==> src/hdl/camobj_pkg.sv <==
// Shared types and constants for the camera object block parser.
`timescale 1ns / 1ps

package camobj_pkg;

  localparam logic [15:0] START_WORD    = 16'haa55;
  localparam logic [15:0] START_WORD_CC = 16'haa56;
  localparam logic [15:0] SWAPPED_WORD  = 16'h55aa;
  localparam logic [15:0] NO_WORD       = 16'hffff;

  localparam logic [2:0] NORMAL_FIELDS = 3'd5;
  localparam logic [2:0] CC_FIELDS     = 3'd6;
  localparam int         STORE_DEPTH   = 6;

  localparam logic [7:0] MAX_BLOCKS_RESET = 8'd100;

  localparam int DATA_BITS = 104;
  localparam int USER_BITS = 2;

  localparam logic [0:0] REG_MAX_BLOCKS = 1'b0;

  typedef enum logic [4:0] {
    PH_HUNT     = 5'b00001,
    PH_DROP     = 5'b00010,
    PH_CHECKSUM = 5'b00100,
    PH_FIELDS   = 5'b01000,
    PH_NEXT     = 5'b10000
  } phase_t;

  // packed so that bits [1:0] are the tuser flags and the rest is tdata
  typedef struct packed {
    logic [7:0]  block_index;
    logic [15:0] angle;
    logic [15:0] box_height;
    logic [15:0] box_width;
    logic [15:0] pos_y;
    logic [15:0] pos_x;
    logic [15:0] signature;
    logic        color_code;
    logic        status;
  } result_t;

endpackage

==> src/hdl/camera_object_block_parser.sv <==
// Camera object block stream parser: byte-to-word pairing, frame hunt, block checksum.
`timescale 1ns / 1ps

// channel | dir | payload                                       | handshake
// s_*     | in  | tdata[7:0] rx_byte                            | tvalid/tready
// m_*     | out | tuser {color_code,status}, tdata block fields | tvalid/tready
// apb     | in  | max_blocks at byte address 0                  | pready always high
//
// One input item per cycle; each byte is parsed in the cycle it is accepted
// and any result is written to a two-entry output queue the same edge.
// s_tready drops only while both queue entries hold results not yet taken.
// Synchronous active-high rst returns to hunting with max_blocks = 100.

module camera_object_block_parser (
  input  logic        clk,
  input  logic        rst,
  input  logic        s_tvalid,
  output logic        s_tready,
  input  logic [7:0]  s_tdata,   // [7:0] rx_byte
  output logic        m_tvalid,
  input  logic        m_tready,
  // [15:0] signature, [31:16] pos_x, [47:32] pos_y, [63:48] box_width,
  // [79:64] box_height, [95:80] angle, [103:96] block_index
  output logic [camobj_pkg::DATA_BITS-1:0] m_tdata,
  output logic [camobj_pkg::USER_BITS-1:0] m_tuser,  // [0] status, [1] color_code
  input  logic        psel,
  input  logic        penable,
  input  logic        pwrite,
  input  logic [2:0]  paddr,
  input  logic [31:0] pwdata,
  output logic [31:0] prdata,
  output logic        pready
);

  logic [7:0]  max_blocks;
  logic        byte_phase, byte_phase_next;
  logic [7:0]  low_byte, low_byte_next;
  logic [15:0] previous_word, previous_word_next;
  camobj_pkg::phase_t parse_phase, parse_phase_next;
  logic        frame_is_cc, frame_is_cc_next;
  logic [15:0] expected_sum, expected_sum_next;
  logic [15:0] running_sum, running_sum_next;
  logic [2:0]  field_index, field_index_next;
  logic [15:0] field_store [camobj_pkg::STORE_DEPTH];
  logic [15:0] field_store_next [camobj_pkg::STORE_DEPTH];
  logic [15:0] fields_new [camobj_pkg::STORE_DEPTH];
  logic [7:0]  good_count, good_count_next;

  logic        s_accept;
  logic [15:0] word;
  logic [15:0] sum_new;
  logic [2:0]  nfields;
  logic        open_req, open_cc;
  logic        push;
  camobj_pkg::result_t res;

  camobj_pkg::result_t head, head_next, skid, skid_next;
  logic        head_valid, head_valid_next, skid_valid, skid_valid_next;

  // configuration port
  assign pready = 1'b1;
  always_comb begin
    prdata = '0;
    if (paddr[2] == camobj_pkg::REG_MAX_BLOCKS) prdata = {24'd0, max_blocks};
  end

  always_ff @(posedge clk) begin
    if (rst) begin
      max_blocks <= camobj_pkg::MAX_BLOCKS_RESET;
    end else if (psel && penable && pwrite && pready &&
                 paddr[2] == camobj_pkg::REG_MAX_BLOCKS) begin
      max_blocks <= pwdata[7:0];
    end
  end

  assign s_tready = !skid_valid;
  assign s_accept = s_tvalid && s_tready;
  assign word     = {s_tdata, low_byte};
  assign sum_new  = running_sum + word;
  assign nfields  = frame_is_cc ? camobj_pkg::CC_FIELDS : camobj_pkg::NORMAL_FIELDS;

  always_comb begin
    for (int j = 0; j < camobj_pkg::STORE_DEPTH; j++) begin
      fields_new[j] = (field_index == 3'(j)) ? word : field_store[j];
    end
  end

  always_comb begin
    byte_phase_next    = byte_phase;
    low_byte_next      = low_byte;
    previous_word_next = previous_word;
    parse_phase_next   = parse_phase;
    frame_is_cc_next   = frame_is_cc;
    expected_sum_next  = expected_sum;
    running_sum_next   = running_sum;
    field_index_next   = field_index;
    field_store_next   = field_store;
    good_count_next    = good_count;
    open_req           = 1'b0;
    open_cc            = 1'b0;
    push               = 1'b0;

    res             = '0;
    res.status      = (expected_sum != sum_new);
    res.color_code  = frame_is_cc;
    res.signature   = fields_new[0];
    res.pos_x       = fields_new[1];
    res.pos_y       = fields_new[2];
    res.box_width   = fields_new[3];
    res.box_height  = fields_new[4];
    res.angle       = frame_is_cc ? fields_new[5] : 16'd0;
    res.block_index = good_count;

    if (s_accept) begin
      if (parse_phase == camobj_pkg::PH_DROP) begin
        parse_phase_next = camobj_pkg::PH_HUNT;
      end else if (!byte_phase) begin
        low_byte_next   = s_tdata;
        byte_phase_next = 1'b1;
      end else begin
        byte_phase_next = 1'b0;
        unique case (parse_phase)
          camobj_pkg::PH_HUNT: begin
            if (word == 16'd0 && previous_word == 16'd0) begin
              previous_word_next = camobj_pkg::NO_WORD;
            end else if (word == camobj_pkg::START_WORD &&
                         previous_word == camobj_pkg::START_WORD) begin
              open_req = 1'b1;
            end else if (word == camobj_pkg::START_WORD_CC &&
                         previous_word == camobj_pkg::START_WORD) begin
              open_req = 1'b1;
              open_cc  = 1'b1;
            end else begin
              if (word == camobj_pkg::SWAPPED_WORD) parse_phase_next = camobj_pkg::PH_DROP;
              previous_word_next = word;
            end
          end
          camobj_pkg::PH_CHECKSUM: begin
            if (word == camobj_pkg::START_WORD) begin
              open_req = 1'b1;
            end else if (word == camobj_pkg::START_WORD_CC) begin
              open_req = 1'b1;
              open_cc  = 1'b1;
            end else if (word == 16'd0) begin
              parse_phase_next   = camobj_pkg::PH_HUNT;
              previous_word_next = camobj_pkg::NO_WORD;
            end else begin
              expected_sum_next = word;
              running_sum_next  = 16'd0;
              field_index_next  = 3'd0;
              parse_phase_next  = camobj_pkg::PH_FIELDS;
            end
          end
          camobj_pkg::PH_FIELDS: begin
            field_store_next = fields_new;
            running_sum_next = sum_new;
            field_index_next = field_index + 3'd1;
            if (field_index + 3'd1 >= nfields) begin
              push             = 1'b1;
              parse_phase_next = camobj_pkg::PH_NEXT;
              if (expected_sum == sum_new) good_count_next = good_count + 8'd1;
            end
          end
          camobj_pkg::PH_NEXT: begin
            if (word == camobj_pkg::START_WORD || word == camobj_pkg::START_WORD_CC) begin
              frame_is_cc_next = (word == camobj_pkg::START_WORD_CC);
              if (good_count >= max_blocks) begin
                parse_phase_next   = camobj_pkg::PH_HUNT;
                previous_word_next = camobj_pkg::NO_WORD;
              end else begin
                parse_phase_next = camobj_pkg::PH_CHECKSUM;
              end
            end else begin
              parse_phase_next   = camobj_pkg::PH_HUNT;
              previous_word_next = camobj_pkg::NO_WORD;
            end
          end
          default: begin
            parse_phase_next   = camobj_pkg::PH_HUNT;
            previous_word_next = camobj_pkg::NO_WORD;
          end
        endcase

        if (open_req) begin
          frame_is_cc_next = open_cc;
          good_count_next  = 8'd0;
          if (max_blocks == 8'd0) begin
            parse_phase_next   = camobj_pkg::PH_HUNT;
            previous_word_next = camobj_pkg::NO_WORD;
          end else begin
            parse_phase_next = camobj_pkg::PH_CHECKSUM;
          end
        end
      end
    end
  end

  // two-entry output queue: head drives the port, skid catches the overflow
  always_comb begin
    head_next       = head;
    head_valid_next = head_valid;
    skid_next       = skid;
    skid_valid_next = skid_valid;
    if (head_valid && m_tready) begin
      if (skid_valid) begin
        head_next       = skid;
        skid_valid_next = 1'b0;
      end else begin
        head_valid_next = 1'b0;
      end
    end
    if (push) begin
      if (!head_valid_next) begin
        head_next       = res;
        head_valid_next = 1'b1;
      end else begin
        skid_next       = res;
        skid_valid_next = 1'b1;
      end
    end
  end

  always_ff @(posedge clk) begin
    if (rst) begin
      byte_phase    <= 1'b0;
      low_byte      <= 8'd0;
      previous_word <= camobj_pkg::NO_WORD;
      parse_phase   <= camobj_pkg::PH_HUNT;
      frame_is_cc   <= 1'b0;
      expected_sum  <= 16'd0;
      running_sum   <= 16'd0;
      field_index   <= 3'd0;
      good_count    <= 8'd0;
      head_valid    <= 1'b0;
      skid_valid    <= 1'b0;
      for (int j = 0; j < camobj_pkg::STORE_DEPTH; j++) field_store[j] <= 16'd0;
    end else begin
      byte_phase    <= byte_phase_next;
      low_byte      <= low_byte_next;
      previous_word <= previous_word_next;
      parse_phase   <= parse_phase_next;
      frame_is_cc   <= frame_is_cc_next;
      expected_sum  <= expected_sum_next;
      running_sum   <= running_sum_next;
      field_index   <= field_index_next;
      good_count    <= good_count_next;
      head_valid    <= head_valid_next;
      skid_valid    <= skid_valid_next;
      field_store   <= field_store_next;
    end
  end

  always_ff @(posedge clk) begin
    head <= head_next;
    skid <= skid_next;
  end

  assign m_tvalid = head_valid;
  assign m_tuser  = head[camobj_pkg::USER_BITS-1:0];
  assign m_tdata  = head[camobj_pkg::DATA_BITS+camobj_pkg::USER_BITS-1:camobj_pkg::USER_BITS];

endmodule
==> config.mk <==
export PLATFORM = sky130hd
export DESIGN_NAME = camera_object_block_parser
export DESIGN_NICKNAME = d
export VERILOG_FILES = /design/src/hdl/camobj_pkg.sv /design/src/hdl/camera_object_block_parser.sv
export SDC_FILE = /design/constraint.sdc
export NUM_CORES = 1
export LEC_CHECK = 0
export ABC_AREA = 1
export BUFFER_PORTS_ARGS = -buffer_cell sky130_fd_sc_hd__buf_2
export CORE_ASPECT_RATIO = 2
export CORE_MARGIN = 10
export CORE_UTILIZATION = 59
export DETAILED_ROUTE_END_ITERATION = 7
export HOLD_SLACK_MARGIN = 0.15
export PLACE_DENSITY = 0.8
export SETUP_SLACK_MARGIN = 0.5
export SLEW_MARGIN = 20
export SYNTH_ARGS = -nofsm -noshare
export SYNTH_HDL_FRONTEND = slang
export SYNTH_SLANG_ARGS = --single-unit
==> constraint.sdc <==
create_clock -name clk -period 7.3 [get_ports clk]
set_input_delay 1.095 -clock clk [delete_from_list [all_inputs] [get_ports clk]]
set_output_delay 1.095 -clock clk [all_outputs]
set_load 0.01 [all_outputs]
==> results of run 1 <==
[stage by stage]
step | cell area, sq um | util [%]
after CTS | 20000 | 65.0
after floorplan | 18300 | -
after detailed placement | 18900 | 61.4
after global placement | 18900 | 61.4
after global routing | 20000 | 65.0
final | 20000 | 65.0
[registers in the layout (all words and copies together) (netlist names)]
| name | cells |
|---|---|
| skid | 106 |
| m_tdata | 104 |
| field_store | 96 |
| expected_sum | 16 |
| previous_word | 16 |
| running_sum | 16 |
| good_count | 8 |
| low_byte | 8 |
| max_blocks | 8 |
| parse_phase | 5 |
| field_index | 3 |
| m_tuser | 2 |
| byte_phase | 1 |
| frame_is_cc | 1 |
| m_tvalid | 1 |
| skid_valid | 1 |
[kinds of logic (layout without fill, tap and decap cells)]
| group | after synthesis | after routing | synth area share [%] |
|---|---|---|---|
| other cells | 2 | 25 | 0.0412 |
| mux | 1 | 1 | 0.0617 |
| flops | 392 | 392 | 48.8 |
| compound gates | 614 | 614 | 19.4 |
| fa+ha+maj | 32 | 32 | 2.24 |
| buf+inv | 517 | 573 | 11.4 |
| simple gates | 728 | 728 | 17.3 |
| xor+xnor | 9 | 9 | 0.624 |
[area by class of cell]
type | count | area share [%]
inverter | 359 | 6.78
clock inverter | 15 | 0.545
clock buffer | 46 | 4.94
sequential | 392 | 44.6
multi-input combinational | 1409 | 36.8
tap | 372 | 2.33
timing repair buffer | 153 | 4.01
[worst paths after layout]
check                                                     to  slack, ns  cells after the start
worst min register to register  field_store[64]$_SDFFE_PP0P_       0.45                      2
worst max-delay path                      skid[53]$_DFFE_PP_       2.98                      9
worst max register to register            skid[53]$_DFFE_PP_       2.98                      9
worst min-delay path            field_store[64]$_SDFFE_PP0P_       0.45                      2
[cell usage in the layout (no fill, tap or decap), types with 80 or more instances in the layout]
| master | netlist | routed |
|---|---|---|
| nand2_1 | 372 | 372 |
| edfxtp_1 | 106 | 106 |
| nand3_1 | 81 | 80 |
| o211ai_1 | 87 | 87 |
| o21ai_0 | 266 | 266 |
| nor2_1 | 170 | 168 |
| buf_2 | 15 | 139 |
| inv_1 | 342 | 339 |
| a21oi_1 | 170 | 170 |
| dfxtp_1 | 286 | 286 |
[power breakdown]
group | switching, mW | total [mW] | internal (mW)
clock | 0.805 | 1.80 | 0.990
combinational | 0.130 | 0.178 | 0.0481
sequential | 0.0228 | 2.25 | 2.23
total | 0.958 | 4.23 | 3.27
[critical path, stage by stage (launching register included)]
cell and delay, ns:
dfxtp_1 0.63, inv_1 0.26, nand2_1 0.14, nor2_1 0.15, inv_1 0.08, nor2_4 0.09, buf_4 0.67, nand2_1 0.27
nor2_4 0.86, buf_4 0.73
[routing by layer]
metal / wire, microns / track usage [%] / vias up
met4: 3680 / 18.0 / 0
met3: 2570 / 3.17 / 179
met2: 25600 / 43.8 / 494
li1: - / - / 7671
met1: 17400 / 25.9 / 7284
met5: 0 / 0 / -
==> reports/metrics.cfg, run 1 <==
[floorplan]
ios=191
core_area_sq_um=30700
die_h_microns=269
start_util_pct=59.3
dieArea_sq_um=38800
die_x_microns=144
row_count=91

[clock_tree]
insertion_delay_ns=0.53
htree_levels=2
ctsHoldBuffers=0
cts_tree=yes
clk_path_buf_depth=3
cts_buffers=34
clk_pin_slew_ns=0.07
clkSinkCount=392
cts_setup_buffers=0
cts_resized=0
cts-root-buf=clkbuf_16

[drt]
viasPerCell=5.69
drt_iter0_drc=1301
drc=0
vias=15600
ant_nets=0
finalWirelength_mm=49.3
routedWlPerCell_microns=17.9
firstDrtPassIters=5

[final_layout]
diodes=0
ff_latch_area_sq_um=8910
drive_above_1_share_pct=12.0
instances_no_fill=2746
finalNetCount=2431
syn_to_final_growth_pct=9.57
fillerInstances=2576
multiInputGateArea_sq_um=7360

[place]
place.gp.congestion=0.921
placed_cells=2685
dp_hpwl_mm=32.8
io_buffer_count=139
dpl_worst_slack_ns=2.72

[logic_synthesis]
syn_inst=2295
netlist_top_cells_count=nand2_1, inv_1, dfxtp_1
synth-seq-cells=392
ys.flop_type=dfxtp_1
synth_top_cell_by_area=dfxtp_1
synth_most_common_cell=nand2_1
yosysTopAreaCellShare_pct=31.4
syn-cell-area_sq_um=18200
yosysSeqAreaShare_pct=48.8
synth_warnings=0
avgSynthCellArea_sq_um=7.95
ys_types=59
synth-async-reset-ratio_pct=0
synth_area_leaders=dfxtp_1, edfxtp_1, nand2_1, o21ai_0, inv_1
synth-edff-count=106

[power]
power_mw=4.23
powerDensity_nw_per_um2=212
power_leakage_nw=9.18
ir_drop_uv=144

[timing]
slew_headroom_pct=26.0
period_needed_ns=4.32
rsz0062_at_grt=false
hold_viol=0
final.setup_skew_ns=0.0138
tns_ns=0
setup_viol=0
fin_crit_sh_pct=59.2
maxSlewViolCount=0
fin_hold_ws_ns=0.452
fmax_ghz=0.232
tightest_slew_ns=1.11
fin_ws_ns=2.98

[critical_path]
r2r_start=skid_valid$_SDFF_PP0_
crit_fanout=84
critPathRequiredTime_ns=7.46
arrival_ns=4.48
critical_path_class=flip-flop to flip-flop
startpoint=skid_valid$_SDFF_PP0_
worst_setup_path_end_kind=flip-flop
start_kind=flip-flop

[outcome]
outcome=finished clean

[flow_run]
cap_violations=0

[global_route]
antenna_found_initial=1
grt_usage_pct=24.7
grt_overflow_total=0
grt_pass1_wl_mm=76.5
grt_max_degree=115
grt_pass1_vias=15000

[hold_path]
hold_start=field_store[64]$_SDFFE_PP0P_
hp-class=flip-flop to flip-flop

Note: power is estimated with default switching activity, not from simulation.
==> run 2: changes to the inputs <==
==> constraint.sdc (replaced) <==
create_clock -name clk -period 4.1 [get_ports clk]
set_input_delay 0.615 -clock clk [delete_from_list [all_inputs] [get_ports clk]]
set_output_delay 0.615 -clock clk [all_outputs]
set_load 0.01 [all_outputs]
==> run 2 against run 1 <==
Design area is 1.4% higher. Critical path depth decreased by 1. Combinational power grew 100%. Maximum frequency grew 40%. Routed wire length is 1.0% higher. Clock power grew 88%. Hold slack worse by 0.12 ns. Count of clock-buffer cells in the layout up 4. Highest routed layer unchanged.
==> reports/metrics.cfg, run 2 (synthesis gave the netlist of run 1 again) <==
[outcome]
outcome=finished clean

[floorplan]
start_util_pct=59.3  ; unchanged
dieArea_sq_um=38800  ; unchanged
die_x_microns=144  ; unchanged
core_area_sq_um=30700  ; unchanged
die_h_microns=269  ; unchanged
row_count=91  ; unchanged
ios=191  ; unchanged

[hold_path]
holdPathStages=3  ; +1
hold_start=pwdata[6]
min_to=max_blocks[6]$_SDFFE_PP1P_
hp-class=input pin to flip-flop

[clock_tree]
htree_levels=2  ; unchanged
cts_tree=yes
ctsHoldBuffers=0  ; unchanged
cts_setup_buffers=0  ; unchanged
insertion_delay_ns=0.53  ; about the same
clk_pin_slew_ns=0.07  ; about the same
clk_path_buf_depth=3  ; unchanged
cts-root-buf=clkbuf_16
clkSinkCount=392  ; unchanged
cts_buffers=34  ; unchanged
cts_resized=0  ; unchanged

[drt]
ant_nets=0  ; unchanged
drt_iter0_drc=1227  ; -5.7%
firstDrtPassIters=5  ; unchanged
vias=15900  ; +1.8%
drc=0  ; unchanged
finalWirelength_mm=49.8  ; +1.0%
routedWlPerCell_microns=18.0  ; +0.11%
viasPerCell=5.74  ; +0.86%

[global_route]
use_met1_pct=25.3  ; -0.59 points
grt_usage_pct=24.9  ; +0.17 points
antenna_found_initial=1  ; unchanged
met2_usage_pct=44.5  ; +0.66 points
grt_pass1_wl_mm=76.8  ; +0.40%
met3_usage_pct=3.47  ; +0.30 points
grt_busiest_layer=met2
grt_pass1_vias=15300  ; +1.7%
grt_overflow_total=0  ; unchanged
grt_max_degree=111  ; -3.5%

[timing]
maxSlewViolCount=0  ; unchanged
tightest_slew_ns=1.17  ; +0.0609 ns
final.setup_skew_ns=0.0215  ; +0.00777 ns
setup_viol=0  ; unchanged
hold_viol=0  ; unchanged
rsz0062_at_grt=false
slew_headroom_pct=22.0  ; -4.1 points
fmax_ghz=0.325  ; +40%
tns_ns=0  ; unchanged
fin_crit_sh_pct=75.1  ; +16 points
fin_hold_ws_ns=0.327  ; -0.125 ns
period_needed_ns=3.08  ; -1.24 ns

[critical_path]
worstReg2RegEnd=skid[45]$_DFFE_PP_
r2r_slack_ns=1.02  ; -1.96 ns
reg2regPathDepth=8  ; -1
r2r_start=field_index[0]$_SDFFE_PP0P_
crit_fanout=65  ; -23%
critPathRequiredTime_ns=4.26  ; -3.20 ns
start_kind=flip-flop
arrival_ns=3.24  ; -1.24 ns
critical_path_class=flip-flop to flip-flop
worst_setup_path_end_kind=flip-flop

[final_layout]
syn_to_final_growth_pct=11.1
instances_no_fill=2771  ; +0.91%
largest_register_ffs=106  ; unchanged
final_cell_mix=nand2_1, inv_1, dfxtp_1, o21ai_0, a21oi_1
finalNetCount=2454  ; +0.95%
final_common_cell=nand2_1
drive_above_1_share_pct=12.5  ; +0.55 points
regMostFlops=skid

[place]
placed_cells=2708  ; +0.86%
io_buffer_count=139  ; unchanged
dp_hpwl_mm=33.5  ; +2.2%
place.gp.congestion=0.911  ; -1.1%

[power]
ir_drop_uv=325  ; +130%
power_mw=7.74  ; +83%
powerDensity_nw_per_um2=382  ; +80%
power_leakage_nw=9.32  ; +1.6%

[flow_run]
cap_violations=0  ; unchanged

==> run 2: changes by cell type in the layout (fill, tap and decap cells not counted) <==
| cell | change |
|---|---|
| bufinv_16 | +5 |
| clkbuf_1 | +10 |
| diode_2 | +2 |
| clkinv_2 | -5 |
| clkbuf_8 | -6 |
| clkinv_4 | -1 |
| clkinv_1 | -3 |
| buf_4 | +19 |
| buf_12 | +4 |
==> run 2: layout make-up <==
cell class | instances | area [sq um]
Antenna cell | 2 | 5.00
Clock buffer | 50 | 942
Clock inverter | 11 | 214
Fill cell | 2525 | 10500
Inverter | 359 | 1360
Multi-Input combinational cell | 1409 | 7360
Sequential cell | 392 | 8910
Tap cell | 372 | 465
Timing Repair Buffer | 176 | 1020
==> run 2: critical path, cell delays in order (launching register included) <==
cell	delay [ns]
dfxtp_1	0.40
inv_1	0.11
ha_1	0.33
ha_1	0.28
o21ai_0	0.08
a21oi_1	0.41
nand2_1	0.22
nor2_4	0.41
buf_12	0.40
==> run 2: report_power, final <==
| group | internal [mW] | switching, mW |
|---|---|---|
| clock network | 1.98 | 1.40 |
| registers | 3.97 | 0.0203 |
| logic | 0.0961 | 0.260 |
| total | 6.05 | 1.68 |
==> run 2: metrics by stage <==
stage	utilization [%]	instance area (sq um)	setup slack, ns
floorplan	-	18300	0.589
global placement	62.2	19100	1.03
detailed placement	62.2	19100	1.02
CTS	65.9	20300	1.05
global route	65.9	20300	0.826
finish	65.9	20300	1.02
==> run 2: layer usage <==
metal | vias up | part of all wire [%]
met1 | 7380 | 34
met5 | - | 0
met2 | 600 | 52
li1 | 7714 | -
met3 | 212 | 6.2
met4 | 0 | 7.8
==> run 2: worst max path at each step <==
stage                     cells after the start                         from                         end
after floorplan                               7     frame_is_cc$_SDFFE_PP0P_           skid[0]$_DFFE_PP_
after global placement                       16                   s_tdata[5]  good_count[7]$_SDFFE_PP0P_
after detailed placement                     16                   s_tdata[5]  good_count[6]$_SDFFE_PP0P_
after CTS                                     8  field_index[0]$_SDFFE_PP0P_          skid[59]$_DFFE_PP_
after global routing                         21     low_byte[0]$_SDFFE_PP0P_  good_count[0]$_SDFFE_PP0P_
final                                         8  field_index[0]$_SDFFE_PP0P_          skid[45]$_DFFE_PP_
==> run 3: changes to the inputs <==
--- a/config.mk
+++ b/config.mk
@@ -9,10 +9,10 @@
 export BUFFER_PORTS_ARGS = -buffer_cell sky130_fd_sc_hd__buf_2
 export CORE_ASPECT_RATIO = 2
 export CORE_MARGIN = 10
-export CORE_UTILIZATION = 59
+export CORE_UTILIZATION = 53
 export DETAILED_ROUTE_END_ITERATION = 7
 export HOLD_SLACK_MARGIN = 0.15
-export PLACE_DENSITY = 0.8
+export PLACE_DENSITY = 0.76
 export SETUP_SLACK_MARGIN = 0.5
 export SLEW_MARGIN = 20
 export SYNTH_ARGS = -nofsm -noshare
==> constraint.sdc (replaced) <==
create_clock -name clk -period 2.57 [get_ports clk]
set_input_delay 0.3855 -clock clk [delete_from_list [all_inputs] [get_ports clk]]
set_output_delay 0.3855 -clock clk [all_outputs]
set_load 0.01 [all_outputs]
==> run 3 against run 2 <==
The flow now finishes with violations (setup timing). Via count increased by 13%. Routed wire length increased by 34%. Final cell count increased by 9.7%. Die area increased by 10%. Critical endpoint is now good_count[3]$_SDFFE_PP0P_. Largest power group unchanged.
==> reports/metrics.cfg, run 3 (synthesis gave the netlist of run 1 again) <==
[critical_path]
path_depth=17  ; +9
r2r_slack_ns=-0.07  ; -1.09 ns
critical_path_class=flip-flop to flip-flop
crit_slowest_cell=fa_2
reg2regPathDepth=17  ; +9
arrival_ns=3.09  ; -0.15 ns
max_stage_delay_ns=0.54  ; +0.13 ns
critPathRequiredTime_ns=3.02  ; -1.24 ns
worstReg2RegEnd=good_count[3]$_SDFFE_PP0P_
path_buf_inv=1  ; -1
cp_common_cell=nand2_1
start_kind=flip-flop
cp_top_family=simple AND/OR/NAND/NOR gates
path_cells=ha_4 -> inv_2 -> fa_2 -> xor2_1 -> nand2_1 -> nor2_1 -> nand3_1 -> nor2_2 -> nand2_1 -> nor2_2 -> nand3_2 -> nor2_4 -> nand3_4 -> nand2_8 -> nand3_1 -> nand2_1 -> nor2_1
crit_fanout=7  ; -89%
worst_setup_path_end_kind=flip-flop
r2r_start=low_byte[0]$_SDFFE_PP0P_

[final_layout]
largest_register_ffs=106  ; unchanged
instances_no_fill=3041  ; +9.7%
diodes=0  ; -2
final_core_util_pct=72.1  ; +6.1 points
final_cell_mix=nand2_1, inv_1, dfxtp_1, o21ai_0, a21oi_1
regMostFlops=skid
finalNetCount=2656  ; +8.2%
syn_to_final_growth_pct=34.8
final_common_cell=nand2_1
drive_above_1_share_pct=25.9  ; +13 points

[global_route]
grt_pass1_vias=17500  ; +14%
antenna_found_initial=0  ; -1
grt_max_degree=83  ; -25%
grt_overflow_total=0  ; unchanged
grt_usage_pct=28.6  ; +3.8 points
grt_pass1_wl_mm=95.4  ; +24%

[clock_tree]
insertion_delay_ns=0.55  ; +0.02 ns
clk_pin_slew_ns=0.07  ; about the same
cts_buffers=35  ; +2.9%
htree_levels=2  ; unchanged
clk_path_buf_depth=3  ; unchanged
cts-root-buf=clkbuf_16
cts_tree=yes
clkSinkCount=392  ; unchanged

[floorplan]
die_h_microns=282  ; +5.1%
dieArea_sq_um=42700  ; +10%
start_util_pct=53.5  ; -5.9 points
ios=191  ; unchanged
core_area_sq_um=34100  ; +11%
row_count=96  ; +5.5%
die_x_microns=151  ; +4.7%

[timing]
fin_crit_sh_pct=103  ; +28 points
fin_ws_ns=-0.0709  ; -1.09 ns
final.setup_skew_ns=0.0285  ; +0.00702 ns
tightest_slew_ns=1.17  ; +0.000187 ns
tns_ns=-0.387  ; -0.387 ns
maxSlewViolCount=0  ; unchanged
rsz0062_at_grt=true
hold_viol=0  ; unchanged
fmax_ghz=0.379  ; +17%
setup_viol=8  ; +8
slew_headroom_pct=21.1  ; -0.84 points
period_needed_ns=2.64  ; -0.437 ns

[drt]
vias=18000  ; +13%
firstDrtPassIters=5  ; unchanged
drc=0  ; unchanged
finalWirelength_mm=66.5  ; +34%
viasPerCell=5.91  ; +3.0%
routedWlPerCell_microns=21.9  ; +22%
ant_nets=0  ; unchanged
drt_iter0_drc=1546  ; +26%

[power]
powerDensity_nw_per_um2=515  ; +35%
power_mw=12.7  ; +64%
power_leakage_nw=11.0  ; +18%
ir_drop_uv=467  ; +44%

[hold_path]
hold_start=pwdata[1]
min_to=max_blocks[1]$_SDFFE_PP0P_
holdPathStages=3  ; unchanged
hp-class=input pin to flip-flop

[place]
place.gp.congestion=0.910  ; about the same
dp_hpwl_mm=36.8  ; +9.8%
placed_cells=2855  ; +5.4%
io_buffer_count=139  ; unchanged

[flow_run]
cap_violations=0  ; unchanged

[outcome]
violations=setup timing
outcome=finished with violations

run 3: changes by cell type in the layout (fill, tap and decap cells not counted), sizes merged:
| cell | change |
|---|---|
| clkinvlp | -1 |
| dlygate4sd3 | +7 |
| bufbuf | +1 |
| diode | -2 |
| bufinv | -3 |
| clkbuf | +5 |
| nand3b | +1 |
| inv | +2 |
| nand2 | +1 |
| buf | +182 |
| clkinv | +8 |
run 3: worst max path at each step:
stage                                 end                         from
6_report       good_count[3]$_SDFFE_PP0P_     low_byte[0]$_SDFFE_PP0P_
2_1_floorplan           skid[0]$_DFFE_PP_  field_index[1]$_SDFFE_PP0P_
5_1_grt        good_count[3]$_SDFFE_PP0P_     low_byte[0]$_SDFFE_PP0P_
3_3_place_gp   good_count[1]$_SDFFE_PP0P_                   s_tdata[1]
3_5_place_dp   good_count[7]$_SDFFE_PP0P_                   s_tdata[1]
4_1_cts        good_count[7]$_SDFFE_PP0P_  running_sum[0]$_SDFFE_PP0P_
run 3: final cells by class:
type,count,area (sq um)
Timing Repair Buffer,369,3950
Inverter,359,1390
Clock buffer,52,1010
Timing Repair inverter,6,100
Fill cell,2327,9530
Tap cell,441,552
Clock inverter,11,163
Multi-Input combinational cell,1411,8490
Sequential cell,392,8930
run 3: what timing repair did:
action	in CTS	in global routing
gates cloned	41	6
hold buffers	7	0
setup buffers	52	17
gates resized for setup	245	186
endpoints found under the setup margin	285	366
pin swaps	33	42
endpoints found under the hold margin	8	0
run 3: per-layer routing:
layer  GRT usage [%]  share of wire, %  vias to the layer above
met2            50.8                50                      962
met3            5.33               7.4                      370
met1            27.7                32                     8469
met5               0                 0                        -
li1                -                 -                     8172
met4            24.0                10                        0
run 3: worst reg2reg max path, cell delays in order, from the launching register on:
cell and delay (ns):
dfxtp_4 0.37, ha_4 0.14, inv_2 0.03, fa_2 0.54, xor2_1 0.15, nand2_1 0.07, nor2_1 0.09, nand3_1 0.09
nor2_2 0.11, nand2_1 0.08, nor2_2 0.10, nand3_2 0.10, nor2_4 0.15, nand3_4 0.18, nand2_8 0.15, nand3_1 0.09
nand2_1 0.08, nor2_1 0.05
run 3: through the flow:
step                instance area (sq um)  setup WS (ns)  hold WS [ns]
finish                              24600        -0.0709         0.170
global route                        24600         -0.199         0.166
CTS                                 23500        -0.0917         0.155
detailed placement                  20000         -0.210         0.448
global placement                    20000         -0.193         0.439
floorplan                           18500         -0.674         0.430
run 3: report_power, final:
group	leakage, nW	internal, mW	switching (mW)
clock network	0.567	3.07	2.50
registers	3.33	6.34	0.0362
logic	7.11	0.237	0.489
